**config.mk**
```make
export PLATFORM = sky130hd
export DESIGN_NAME = nnfs_cfg_regs
export DESIGN_NICKNAME = d
export VERILOG_FILES = /design/src/rtl/nnfs_pkg.sv /design/src/rtl/nnfs_cfg_regs.sv
export SDC_FILE = /design/constraint.sdc
export NUM_CORES = 1
export LEC_CHECK = 0
export ABC_AREA = 1
export BUFFER_PORTS_ARGS = -buffer_cell sky130_fd_sc_hd__buf_4
export CAP_MARGIN = 20
export CORE_MARGIN = 2
export CORE_UTILIZATION = 35
export CTS_BUF_LIST = sky130_fd_sc_hd__clkbuf_8
export CTS_CLUSTER_DIAMETER = 80
export CTS_CLUSTER_SIZE = 30
export DETAILED_ROUTE_END_ITERATION = 10
export PLACE_DENSITY_LB_ADDON = 0.25
export SLEW_MARGIN = 30
export SYNTH_ARGS = -nofsm -noshare
export SYNTH_HDL_FRONTEND = slang
export SYNTH_SLANG_ARGS = --single-unit
```
**constraint.sdc**
```tcl
create_clock -name clk_i -period 1.93 [get_ports clk_i]
set_clock_uncertainty 0.15 [all_clocks]
set_input_delay 0.2895 -clock clk_i [delete_from_list [all_inputs] [get_ports clk_i]]
set_output_delay 0.2895 -clock clk_i [all_outputs]
set_load 0.02 [all_outputs]
```
**src/rtl/nnfs_pkg.sv**
```systemverilog
// nnfs_pkg: shared types and constants for the nearest neighbor frame scaler
// no dependencies; used by every other file of the block except nnfs_frame_mem
package nnfs_pkg;

  localparam int unsigned OpW      = 1;
  localparam int unsigned IndexW   = 15;
  localparam int unsigned PixelW   = 16;
  localparam int unsigned SrcWidthW = 9;
  localparam int unsigned DispSizeW = 11;
  localparam int unsigned DispCntW = 10;
  localparam int unsigned StepW    = 24;
  localparam int unsigned FracW    = 16;
  localparam int unsigned CfgIdxW  = 3;
  localparam int unsigned CfgDataW = 24;

  localparam logic [OpW-1:0] OpWrite = 1'b0;
  localparam logic [OpW-1:0] OpFetch = 1'b1;

  localparam logic [DispSizeW-1:0] MaxDisplay = 11'd1024;

  typedef enum logic [CfgIdxW-1:0] {
    CFG_SOURCE_WIDTH   = 3'd0,
    CFG_DISPLAY_WIDTH  = 3'd1,
    CFG_DISPLAY_HEIGHT = 3'd2,
    CFG_COLUMN_STEP    = 3'd3,
    CFG_ROW_STEP       = 3'd4
  } cfg_idx_e;

  typedef struct packed {
    logic [SrcWidthW-1:0] source_width;
    logic [DispSizeW-1:0] display_width;
    logic [DispSizeW-1:0] display_height;
    logic [StepW-1:0]     column_step;
    logic [StepW-1:0]     row_step;
  } cfg_t;

  typedef struct packed {
    logic row_end;
    logic frame_end;
  } flags_t;

endpackage

```
**src/rtl/nnfs_cfg_regs.sv**
```systemverilog
// nnfs_cfg_regs: configuration register file with write port
// depends on nnfs_pkg for cfg_t and register indexes
module nnfs_cfg_regs (
  input  logic                           clk_i,
  input  logic                           rst_ni,
  input  logic                           cfg_we_i,
  input  logic [nnfs_pkg::CfgIdxW-1:0]   cfg_idx_i,
  input  logic [nnfs_pkg::CfgDataW-1:0]  cfg_wdata_i,
  output nnfs_pkg::cfg_t                 cfg_o
);

  nnfs_pkg::cfg_t cfg_q, cfg_d;

  always_comb begin
    cfg_d = cfg_q;
    if (cfg_we_i) begin
      case (cfg_idx_i)
        nnfs_pkg::CFG_SOURCE_WIDTH:
          cfg_d.source_width = cfg_wdata_i[nnfs_pkg::SrcWidthW-1:0];
        nnfs_pkg::CFG_DISPLAY_WIDTH:
          cfg_d.display_width = cfg_wdata_i[nnfs_pkg::DispSizeW-1:0];
        nnfs_pkg::CFG_DISPLAY_HEIGHT:
          cfg_d.display_height = cfg_wdata_i[nnfs_pkg::DispSizeW-1:0];
        nnfs_pkg::CFG_COLUMN_STEP:
          cfg_d.column_step = cfg_wdata_i[nnfs_pkg::StepW-1:0];
        nnfs_pkg::CFG_ROW_STEP:
          cfg_d.row_step = cfg_wdata_i[nnfs_pkg::StepW-1:0];
        default: ;
      endcase
    end
  end

  always_ff @(posedge clk_i or negedge rst_ni) begin
    if (!rst_ni) begin
      cfg_q.source_width   <= 9'd160;
      cfg_q.display_width  <= 11'd160;
      cfg_q.display_height <= 11'd192;
      cfg_q.column_step    <= 24'd65536;
      cfg_q.row_step       <= 24'd65536;
    end else begin
      cfg_q <= cfg_d;
    end
  end

  assign cfg_o = cfg_q;

endmodule

```
==> impl_results.rst <==
.. list-table::
   :header-rows: 1

   * - Metric
     - Value
   * - Most used cells in the layout excluding fill and tap cells
     - nand2_1 (187), buf_4 (114), dfrtp_1 (71)
   * - Synthesized flop and latch total
     - 79
   * - DRC violations left
     - 0
   * - Setup repair after global routing missed its margin
     - false
   * - Post-synth top area share
     - 0.5591
   * - Placed cell count
     - 559
   * - Initial core utilization
     - 0.3626
   * - Met2 track utilization from global routing
     - 0.2734
   * - Most used routing layer in global routing
     - met1
   * - Final core utilization
     - 0.4970
   * - Mapped Nets
     - 383
   * - Total number of placement rows
     - 34
   * - Fin cells
     - 580
   * - Outcome
     - complete, no violations
   * - Per-cell via count in the routed design
     - 4.691
   * - Max-cap check violation count
     - 0
   * - Total negative setup slack
     - 0 ns
   * - Kind of start point of the critical path
     - flip-flop
   * - Total routing usage reported by global routing
     - 0.1878
   * - Biggest area contributors in the synthesized netlist
     - dfrtp_1 (56%), nand2_1 (22%), nand3_1 (8.7%)
   * - Area Overhead vs Synth
     - 37.05%
   * - Cell taking the most area after synthesis
     - dfrtp_1
   * - Relative slew slack
     - 0.6244
   * - Final setup violation count
     - 0
   * - Clock latency of the later-clocked register in the worst-skew pair
     - 0.34 ns
   * - Worst hold slack across all endpoints
     - 0.006656 ns
   * - TritonCTS Buffers
     - 9
   * - Max-slew violation count
     - 0
   * - Maximum clock rate
     - 676.6 MHz
   * - Worst Path Buf+Inv
     - 1
   * - Setup CP Type
     - reg2out
   * - Number of different library cells in the post-synthesis netlist
     - 12
   * - Routed via count
     - 2,721
   * - IR drop worst, VDD
     - 487.7 µV
   * - Total of warnings raised by yosys
     - 0
   * - Clock tree from TritonCTS
     - yes
   * - Full die area
     - 9859 µm²
   * - Number of port buffers
     - 108
   * - H-tree depth reported by CTS
     - 3
   * - Fraction of layout instances using a drive strength above 1
     - 0.3157
   * - Overall die width
     - 99.29 µm
   * - Post-CTS clock slew at the launch and capture registers of the worst setup and hold paths
     - 0.09 ns
   * - Cell area after technology mapping
     - 3178 µm²
   * - Vias in the first global route
     - 2,641
   * - Post-CTS repair timing setup buffer count
     - 0
   * - Die H
     - 99.29 µm
   * - Worst slack, placed
     - 0.3303 ns
   * - Kind of cell with the highest combined delay on the critical path
     - flip-flops
   * - Most common cell after layout, fill and taps aside
     - nand2_1
   * - Global-route track usage on met3
     - 0.03373
   * - Overall routed net length
     - 8.871 mm
   * - List of cells traversed by the critical path
     - buf_4
   * - Number of search-and-repair iterations in the first detailed-routing pass
     - 5
   * - Global-route wire length before repair
     - 14.28 mm
   * - Worst Setup End Kind
     - output port
   * - Power density relative to cell area
     - 1133 nW/µm²
   * - Post-route fraction of the period consumed by the critical path
     - 0.7658
   * - Slowest Stage Delay on Critical Path
     - 0.55 ns
   * - Root Buffer
     - clkbuf_8
   * - Slowest-stage cell, CP
     - dfstp_2
   * - Critical path data arrival time
     - 1.04 ns
   * - Transition at the pin with the smallest max-transition slack
     - 0.5634 ns
   * - Clock sink count
     - 79
   * - Final Hold Vio Count
     - 0
   * - Initial antenna violation count
     - 0
   * - Core ar.
     - 8763 µm²
   * - Buffer levels on the longest clock path
     - 2
   * - Number of flip-flops under the largest register name
     - 79
   * - Global route overflow
     - 0
   * - Fillers
     - 836
   * - Area taken by flip-flops and latches
     - 1987 µm²
   * - Final period demand of the worst path
     - 1.478 ns
   * - Sequential-to-total area share from yosys stat
     - 0.6252
   * - Post-route setup slack
     - 0.4520 ns
   * - Worst min-delay path class
     - in2reg
   * - Number of nets in the final layout
     - 497
   * - Footprint of the multi-input gates
     - 1042 µm²
   * - Boundary Pins
     - 109
   * - GR Layer Usage met1
     - 0.2818
   * - Syn Inst Count
     - 353
   * - Detailed-route wire length per cell
     - 15.29 µm
   * - Syn_area_per_cell
     - 9.003 µm²
   * - Weighted congestion at the end of routability-driven global placement
     - 0.7987
   * - Number of diodes
     - 0
   * - Violation count after the first detailed-route iteration
     - 129
   * - Detailed placer's ending HPWL
     - 6.221 mm
   * - Total of cells resized after clock tree synthesis
     - 0
   * - Required time of the critical path
     - 1.49 ns
   * - Maximum number of pins on one net before global-route repair
     - 42
   * - Leakage Power
     - 0.002413 µW
   * - Largest fanout of any net on the critical path
     - 2
   * - Remaining number of nets flagged by the antenna check after routing
     - 0
## worst paths after layout
| check | startpoint | to | slack (ns) | cells past startpoint |
|---|---|---|---|---|
| worst max register to register | cfg_o[40] | cfg_o[40] | 1.05 | 2 |
| min in group asynchronous | rst_ni | cfg_o[33] | 0.32 | 2 |
| worst min-delay path | cfg_wdata_i[23] | cfg_o[47] | 0.007 | 3 |
| max in group asynchronous | rst_ni | cfg_o[75] | 0.72 | 3 |
| worst max-delay path | cfg_o[75] | cfg_o[75] | 0.45 | 1 |
| worst min register to register | cfg_o[64] | cfg_o[64] | 0.32 | 2 |
## cell type report
class / count / area share
inverters: 6 / 0.005171
clock inverters: 6 / 0.01953
repair buffers: 121 / 0.2172
flip-flops and latches: 79 / 0.4562
well taps: 108 / 0.03103
clock buffers: 10 / 0.03160
multi-input cells: 250 / 0.2393
## cells in the mapped netlist, drive strengths merged
library cell    n
buf            18
dfrtp          71
dfstp           8
inv             6
nand2         190
nand3          55
nor2            5
## worst min-delay path: stages
cell and delay (ns):
buf_4 0.09, nand2_1 0.04, nand2_1 0.05
## metrics by stage
step	cell area, µm²	power, µW
2_1_floorplan	3178	2869
3_3_place_gp	4083	3580
3_5_place_dp	4083	3601
4_1_cts	4355	4975
5_1_grt	4355	5192
6_report	4355	4936
## cells by family after synthesis
logic type,Yosys count,synth area share
buffers and inverters,24,0.04685
DFF,79,0.6252
and+or+nand+nor,250,0.3279
## power by group
part           switching [µW]  total, µW  internal (µW)
clock network             612       1370            760
registers                 195       2180           1990
logic                     809       1380            574
total                    1620       4940           3320
## routing by layer
layer,wire length [µm],up-vias
met5,0,-
met4,116,0
met3,444,11
met2,4110,79
met1,4199,1299
li1,-,1332
## timing repair
action / CTS / global route
hold endpoints to repair: 39 / 0
hold buffers: 5 / 0
setup endpoints to repair: 0 / 0
(Power assumes the default switching activity.)
