File: config.mk
export PLATFORM = sky130hd
export DESIGN_NAME = nnfs_addr_gen
export DESIGN_NICKNAME = d
export VERILOG_FILES = /design/src/rtl/nnfs_pkg.sv /design/src/rtl/nnfs_addr_gen.sv
export SDC_FILE = /design/constraint.sdc
export NUM_CORES = 1
export LEC_CHECK = 0
export ABC_AREA = 1
export BUFFER_PORTS_ARGS = -buffer_cell sky130_fd_sc_hd__buf_2
export CORE_MARGIN = 2
export CORE_UTILIZATION = 40
export CTS_CLUSTER_DIAMETER = 60
export DETAILED_ROUTE_END_ITERATION = 8
export MAX_ROUTING_LAYER = met4
export PLACE_DENSITY = 0.56
export REMOVE_ABC_BUFFERS = 1
export SLEW_MARGIN = 20
export SYNTH_ARGS = -nofsm -noshare
export SYNTH_HDL_FRONTEND = slang
export SYNTH_SLANG_ARGS = --single-unit
File: constraint.sdc
create_clock -name clk_i -period 15.12 [get_ports clk_i]
set_clock_uncertainty 0.15 [all_clocks]
set_input_delay 0.756 -clock clk_i [delete_from_list [all_inputs] [get_ports clk_i]]
set_output_delay 0.756 -clock clk_i [all_outputs]
set_load 0.03 [all_outputs]
File: src/rtl/nnfs_pkg.sv
// nnfs_pkg: shared types and constants for the nearest neighbor frame scaler
// no dependencies; used by every other file of the block except nnfs_frame_mem
package nnfs_pkg;

  localparam int unsigned OpW      = 1;
  localparam int unsigned IndexW   = 15;
  localparam int unsigned PixelW   = 16;
  localparam int unsigned SrcWidthW = 9;
  localparam int unsigned DispSizeW = 11;
  localparam int unsigned DispCntW = 10;
  localparam int unsigned StepW    = 24;
  localparam int unsigned FracW    = 16;
  localparam int unsigned CfgIdxW  = 3;
  localparam int unsigned CfgDataW = 24;

  localparam logic [OpW-1:0] OpWrite = 1'b0;
  localparam logic [OpW-1:0] OpFetch = 1'b1;

  localparam logic [DispSizeW-1:0] MaxDisplay = 11'd1024;

  typedef enum logic [CfgIdxW-1:0] {
    CFG_SOURCE_WIDTH   = 3'd0,
    CFG_DISPLAY_WIDTH  = 3'd1,
    CFG_DISPLAY_HEIGHT = 3'd2,
    CFG_COLUMN_STEP    = 3'd3,
    CFG_ROW_STEP       = 3'd4
  } cfg_idx_e;

  typedef struct packed {
    logic [SrcWidthW-1:0] source_width;
    logic [DispSizeW-1:0] display_width;
    logic [DispSizeW-1:0] display_height;
    logic [StepW-1:0]     column_step;
    logic [StepW-1:0]     row_step;
  } cfg_t;

  typedef struct packed {
    logic row_end;
    logic frame_end;
  } flags_t;

endpackage

File: src/rtl/nnfs_addr_gen.sv
// nnfs_addr_gen: raster counters and 8.16 accumulators giving the source read address
// depends on nnfs_pkg for cfg_t and flags_t
module nnfs_addr_gen #(
  parameter int unsigned ADDR_W = 15
) (
  input  logic               clk_i,
  input  logic               rst_ni,
  input  logic               fetch_i,
  input  nnfs_pkg::cfg_t     cfg_i,
  output logic [ADDR_W-1:0]  rd_addr_o,
  output nnfs_pkg::flags_t   flags_o
);

  localparam int unsigned CntW  = nnfs_pkg::DispCntW;
  localparam int unsigned StepW = nnfs_pkg::StepW;
  localparam int unsigned FracW = nnfs_pkg::FracW;
  localparam int unsigned SumW  = StepW + 1;
  localparam int unsigned WholeW = SumW - FracW;
  localparam int unsigned ProdW = WholeW + nnfs_pkg::SrcWidthW;

  logic [StepW-1:0]  col_acc_q, col_acc_d;
  logic [FracW-1:0]  row_frac_q, row_frac_d;
  logic [ADDR_W-1:0] row_base_q, row_base_d;
  logic [CntW-1:0]   disp_col_q, disp_col_d;
  logic [CntW-1:0]   disp_row_q, disp_row_d;

  logic [CntW-1:0]   last_col, last_row;
  logic [SumW-1:0]   frac_sum;
  logic [WholeW-1:0] whole;
  logic [ProdW-1:0]  base_step;
  logic              at_row_end, at_frame_end;

  function automatic logic [CntW-1:0] last_index(input logic [nnfs_pkg::DispSizeW-1:0] size);
    logic [nnfs_pkg::DispSizeW-1:0] dec;
    dec = size - 1'b1;
    if (size == '0) begin
      last_index = '0;
    end else if (size > nnfs_pkg::MaxDisplay) begin
      last_index = '1;
    end else begin
      last_index = dec[CntW-1:0];
    end
  endfunction

  assign last_col     = last_index(cfg_i.display_width);
  assign last_row     = last_index(cfg_i.display_height);
  assign at_row_end   = disp_col_q >= last_col;
  assign at_frame_end = at_row_end && (disp_row_q >= last_row);

  assign frac_sum  = {{(SumW-FracW){1'b0}}, row_frac_q} + {1'b0, cfg_i.row_step};
  assign whole     = frac_sum[SumW-1:FracW];
  assign base_step = whole * cfg_i.source_width;

  assign rd_addr_o = row_base_q + ADDR_W'(col_acc_q[StepW-1:FracW]);
  assign flags_o.row_end   = at_row_end;
  assign flags_o.frame_end = at_frame_end;

  always_comb begin
    col_acc_d  = col_acc_q;
    row_frac_d = row_frac_q;
    row_base_d = row_base_q;
    disp_col_d = disp_col_q;
    disp_row_d = disp_row_q;
    if (fetch_i) begin
      if (at_row_end) begin
        disp_col_d = '0;
        col_acc_d  = '0;
        if (at_frame_end) begin
          disp_row_d = '0;
          row_frac_d = '0;
          row_base_d = '0;
        end else begin
          disp_row_d = disp_row_q + 1'b1;
          row_frac_d = frac_sum[FracW-1:0];
          row_base_d = row_base_q + ADDR_W'(base_step);
        end
      end else begin
        disp_col_d = disp_col_q + 1'b1;
        col_acc_d  = col_acc_q + cfg_i.column_step;
      end
    end
  end

  always_ff @(posedge clk_i or negedge rst_ni) begin
    if (!rst_ni) begin
      col_acc_q  <= '0;
      row_frac_q <= '0;
      row_base_q <= '0;
      disp_col_q <= '0;
      disp_row_q <= '0;
    end else begin
      col_acc_q  <= col_acc_d;
      row_frac_q <= row_frac_d;
      row_base_q <= row_base_d;
      disp_col_q <= disp_col_d;
      disp_row_q <= disp_row_d;
    end
  end

endmodule

==> results.sh <==
export IMPL_clock_path_buffers=2
export IMPL_crit_path_end_kind="register"
export IMPL_maxCapViolations=0
export IMPL_coreArea_um2=22700
export IMPL_rsz0062_at_grt="no"
export IMPL_path_class="input pin to register"
export IMPL_hold_worst_slack_ns=0.123
export IMPL_cts_sinks=75
export IMPL_cts_buffers=9
export IMPL_grt_pass1_wl_mm=37.2
export IMPL_top_layer_used="met4"
export IMPL_track_usage_pct=19.3
export IMPL_drv_slew=0
export IMPL_cp_start_kind="input pin"
export IMPL_io_buffers=98
export IMPL_htree_num_levels=3
export IMPL_die_area_um2=24400
export IMPL_fin_nets=1614
export IMPL_fin_setup_tns_ns=0
export IMPL_cp_required_ns=15.15
export IMPL_dpl_hpwl_mm=18.0
export IMPL_power_frac_seq_pct=17.5
export IMPL_period_share_pct=46.3
export IMPL_synth_cell_type_count=49
export IMPL_tightest_slew_ns=0.931
export IMPL_met2_length_mm=10.0
export IMPL_ctsHoldBuffers=0
export IMPL_grt_max_degree=59
export IMPL_dr_total_vias=8074
export IMPL_ctsResizeCount=0
export IMPL_clk_pin_slew_ns=0.07
export IMPL_dieWidth_um=156
export IMPL_clock_latency_ns=0.34
export IMPL_vias_per_cell=4.87
export IMPL_synth_cells=1269
export IMPL_swShare_pct=50.5
export IMPL_antenna_left=0
export IMPL_drive_above_1_share_pct=11.3
export IMPL_pwr_share_clk_pct=12.4
export IMPL_antenna_found_initial=0
export IMPL_ioPinCount=99
export IMPL_synth_area_um2=9280
export IMPL_wl_met1_mm=10.8
export IMPL_synth_edf_count=0
export IMPL_postSynthRegisterBits=75
export IMPL_initial_core_util_pct=40.9
export IMPL_synth_ff_type="dfrtp_1"
export IMPL_ys_warn_count=0
export IMPL_grt_overflow_total=0
export IMPL_outcome="completed"
export IMPL_syn_area_per_cell_um2=7.31
export IMPL_ys_seq_area_share_pct=20.2
export IMPL_power_density_nw_per_um2=174
export IMPL_cp_slowest_stage_delay_ns=0.59
export IMPL_intPower_mw=0.895
export IMPL_dr_pass1_iters=4
export IMPL_p_sw_mw=0.914
export IMPL_met3WireLength_um=944
export IMPL_async_reset_ff_share_pct=100
export IMPL_peakVddDrop_mv=0.132
export IMPL_cts_root_buf="clkbuf_16"
export IMPL_globalplace_congestion=0.897
export IMPL_max_freq_ghz=0.143
export IMPL_rows=55
export IMPL_r2r_setup_slack_ns=8.27
export IMPL_fp_dieH_um=156
export IMPL_wl_mm=21.8
export IMPL_path_max_fanout=8
export IMPL_crit_top_cell="nand2_1"
export IMPL_slew_headroom_pct=37.9
export IMPL_cts_tree="yes"
export IMPL_leakage_nw=5.69
export IMPL_min_period_ns=6.99
export IMPL_final_hold_viol_count=0
export IMPL_setup_viol=0
export IMPL_drcViolationCount=0
export IMPL_hp_class="input pin to asynchronous set/reset pin"
export IMPL_critPathArrivalTime_ns=7.02
export IMPL_grt_pass1_vias=7880
export IMPL_power_frac_comb_pct=70.1
export IMPL_wl_per_cell_um=13.2
export IMPL_cts_setup_buffers=0
export IMPL_area_growth_pct=11.9
export IMPL_slowest_stage="xor2_1"
export IMPL_drt_initial_drc_count=366
==> registers in the layout, summed over array words and instances, names as in the netlist <==
name and cells:
col_acc_q 24, row_frac_q 16, row_base_q 15, disp_col_q 10
disp_row_q 10
==> cell families after synthesis <==
kind of cell	synth area share, %
flops	20.2
simple gates	24.1
buf+inv	9.52
xor+xnor	6.40
compound gates	12.4
fa+ha+maj	27.3
==> power by group through the flow <==
stage,clock [mW],combinational [mW],sequential [mW]
after floorplan,0,1.01,0.302
after global placement,0,1.27,0.319
after detailed placement,0,1.28,0.320
after CTS,0.230,1.28,0.318
after global routing,0.239,1.47,0.327
final,0.225,1.27,0.317
==> critical path: cells and delay by family <==
kind,cells,cell delay (ns)
fa+ha+maj,7,3.25
simple gates,12,1.34
compound gates,5,0.75
xor+xnor,1,0.59
buf+inv,6,0.35
==> worst paths after layout <==
check | start | to | depth (start not counted)
max | cfg_i[9] | row_base_q[11]$_DFFE_PN0P_ | 31
min | rst_ni | col_acc_q[9]$_DFFE_PN0P_ | 1
max reg2reg | row_frac_q[9]$_DFFE_PN0P_ | row_base_q[11]$_DFFE_PN0P_ | 30
min reg2reg | row_frac_q[15]$_DFFE_PN0P_ | row_frac_q[15]$_DFFE_PN0P_ | 2
max in group asynchronous | rst_ni | row_frac_q[8]$_DFFE_PN0P_ | 2
min in group clk_i | row_frac_q[15]$_DFFE_PN0P_ | row_frac_q[15]$_DFFE_PN0P_ | 2
==> layout by cell type, fill, tap and decap left out, drive strengths merged, types with 15 or more instances in the layout <==
master  synthesis  routed
a21oi          80      80
xor2           41      41
nor2          129     129
nand3          54      54
nand2         303     303
buf             8      99
clkbuf          5      15
dfrtp          75      75
xnor2          26      26
ha            105     105
fa             61      61
o21ai          89      89
inv           214     214
==> area by class of cell <==
cell class	count	area [um2]
diodes	1	2.50
clock inverters	1	30.0
repair buffers	99	500
clock buffers	15	278
fillers	2393	12300
flip-flops and latches	75	1880
multi-input cells	963	6520
inverters	218	818
well taps	285	357
==> per-stage QoR <==
stage                     area [um2]  cells  utilization, %  setup WS, ns  power, mW
after floorplan                 9220   1256               -          8.47       1.31
after global placement         10100   1640            44.4          7.99       1.59
after detailed placement       10100   1640            44.4          7.79       1.60
after CTS                      10400   1656            45.7          8.16       1.83
after global routing           10400   1656            45.7          7.63       2.04
final                          10400   1657            45.7          8.13       1.81
==> cells in the mapped netlist, drive strengths merged, types with 9 or more instances <==
library cell	instances	area (um2)
fa	61	1220
nand3	54	295
nor2	129	505
xor2	41	367
ha	105	1310
o21ai	89	449
a21oi	80	404
nor3	12	65.1
xnor2	26	228
inv	214	803
dfrtp	75	1880
nand2	303	1200
a31oi	9	62.6
==> per-layer routing <==
layer	global-route usage, %	up-vias
met4	2.27	0
met1	25.6	3697
met5	-	-
met3	3.43	10
li1	-	4246
met2	31.7	121
Note: power is estimated with default switching activity, not from simulation.
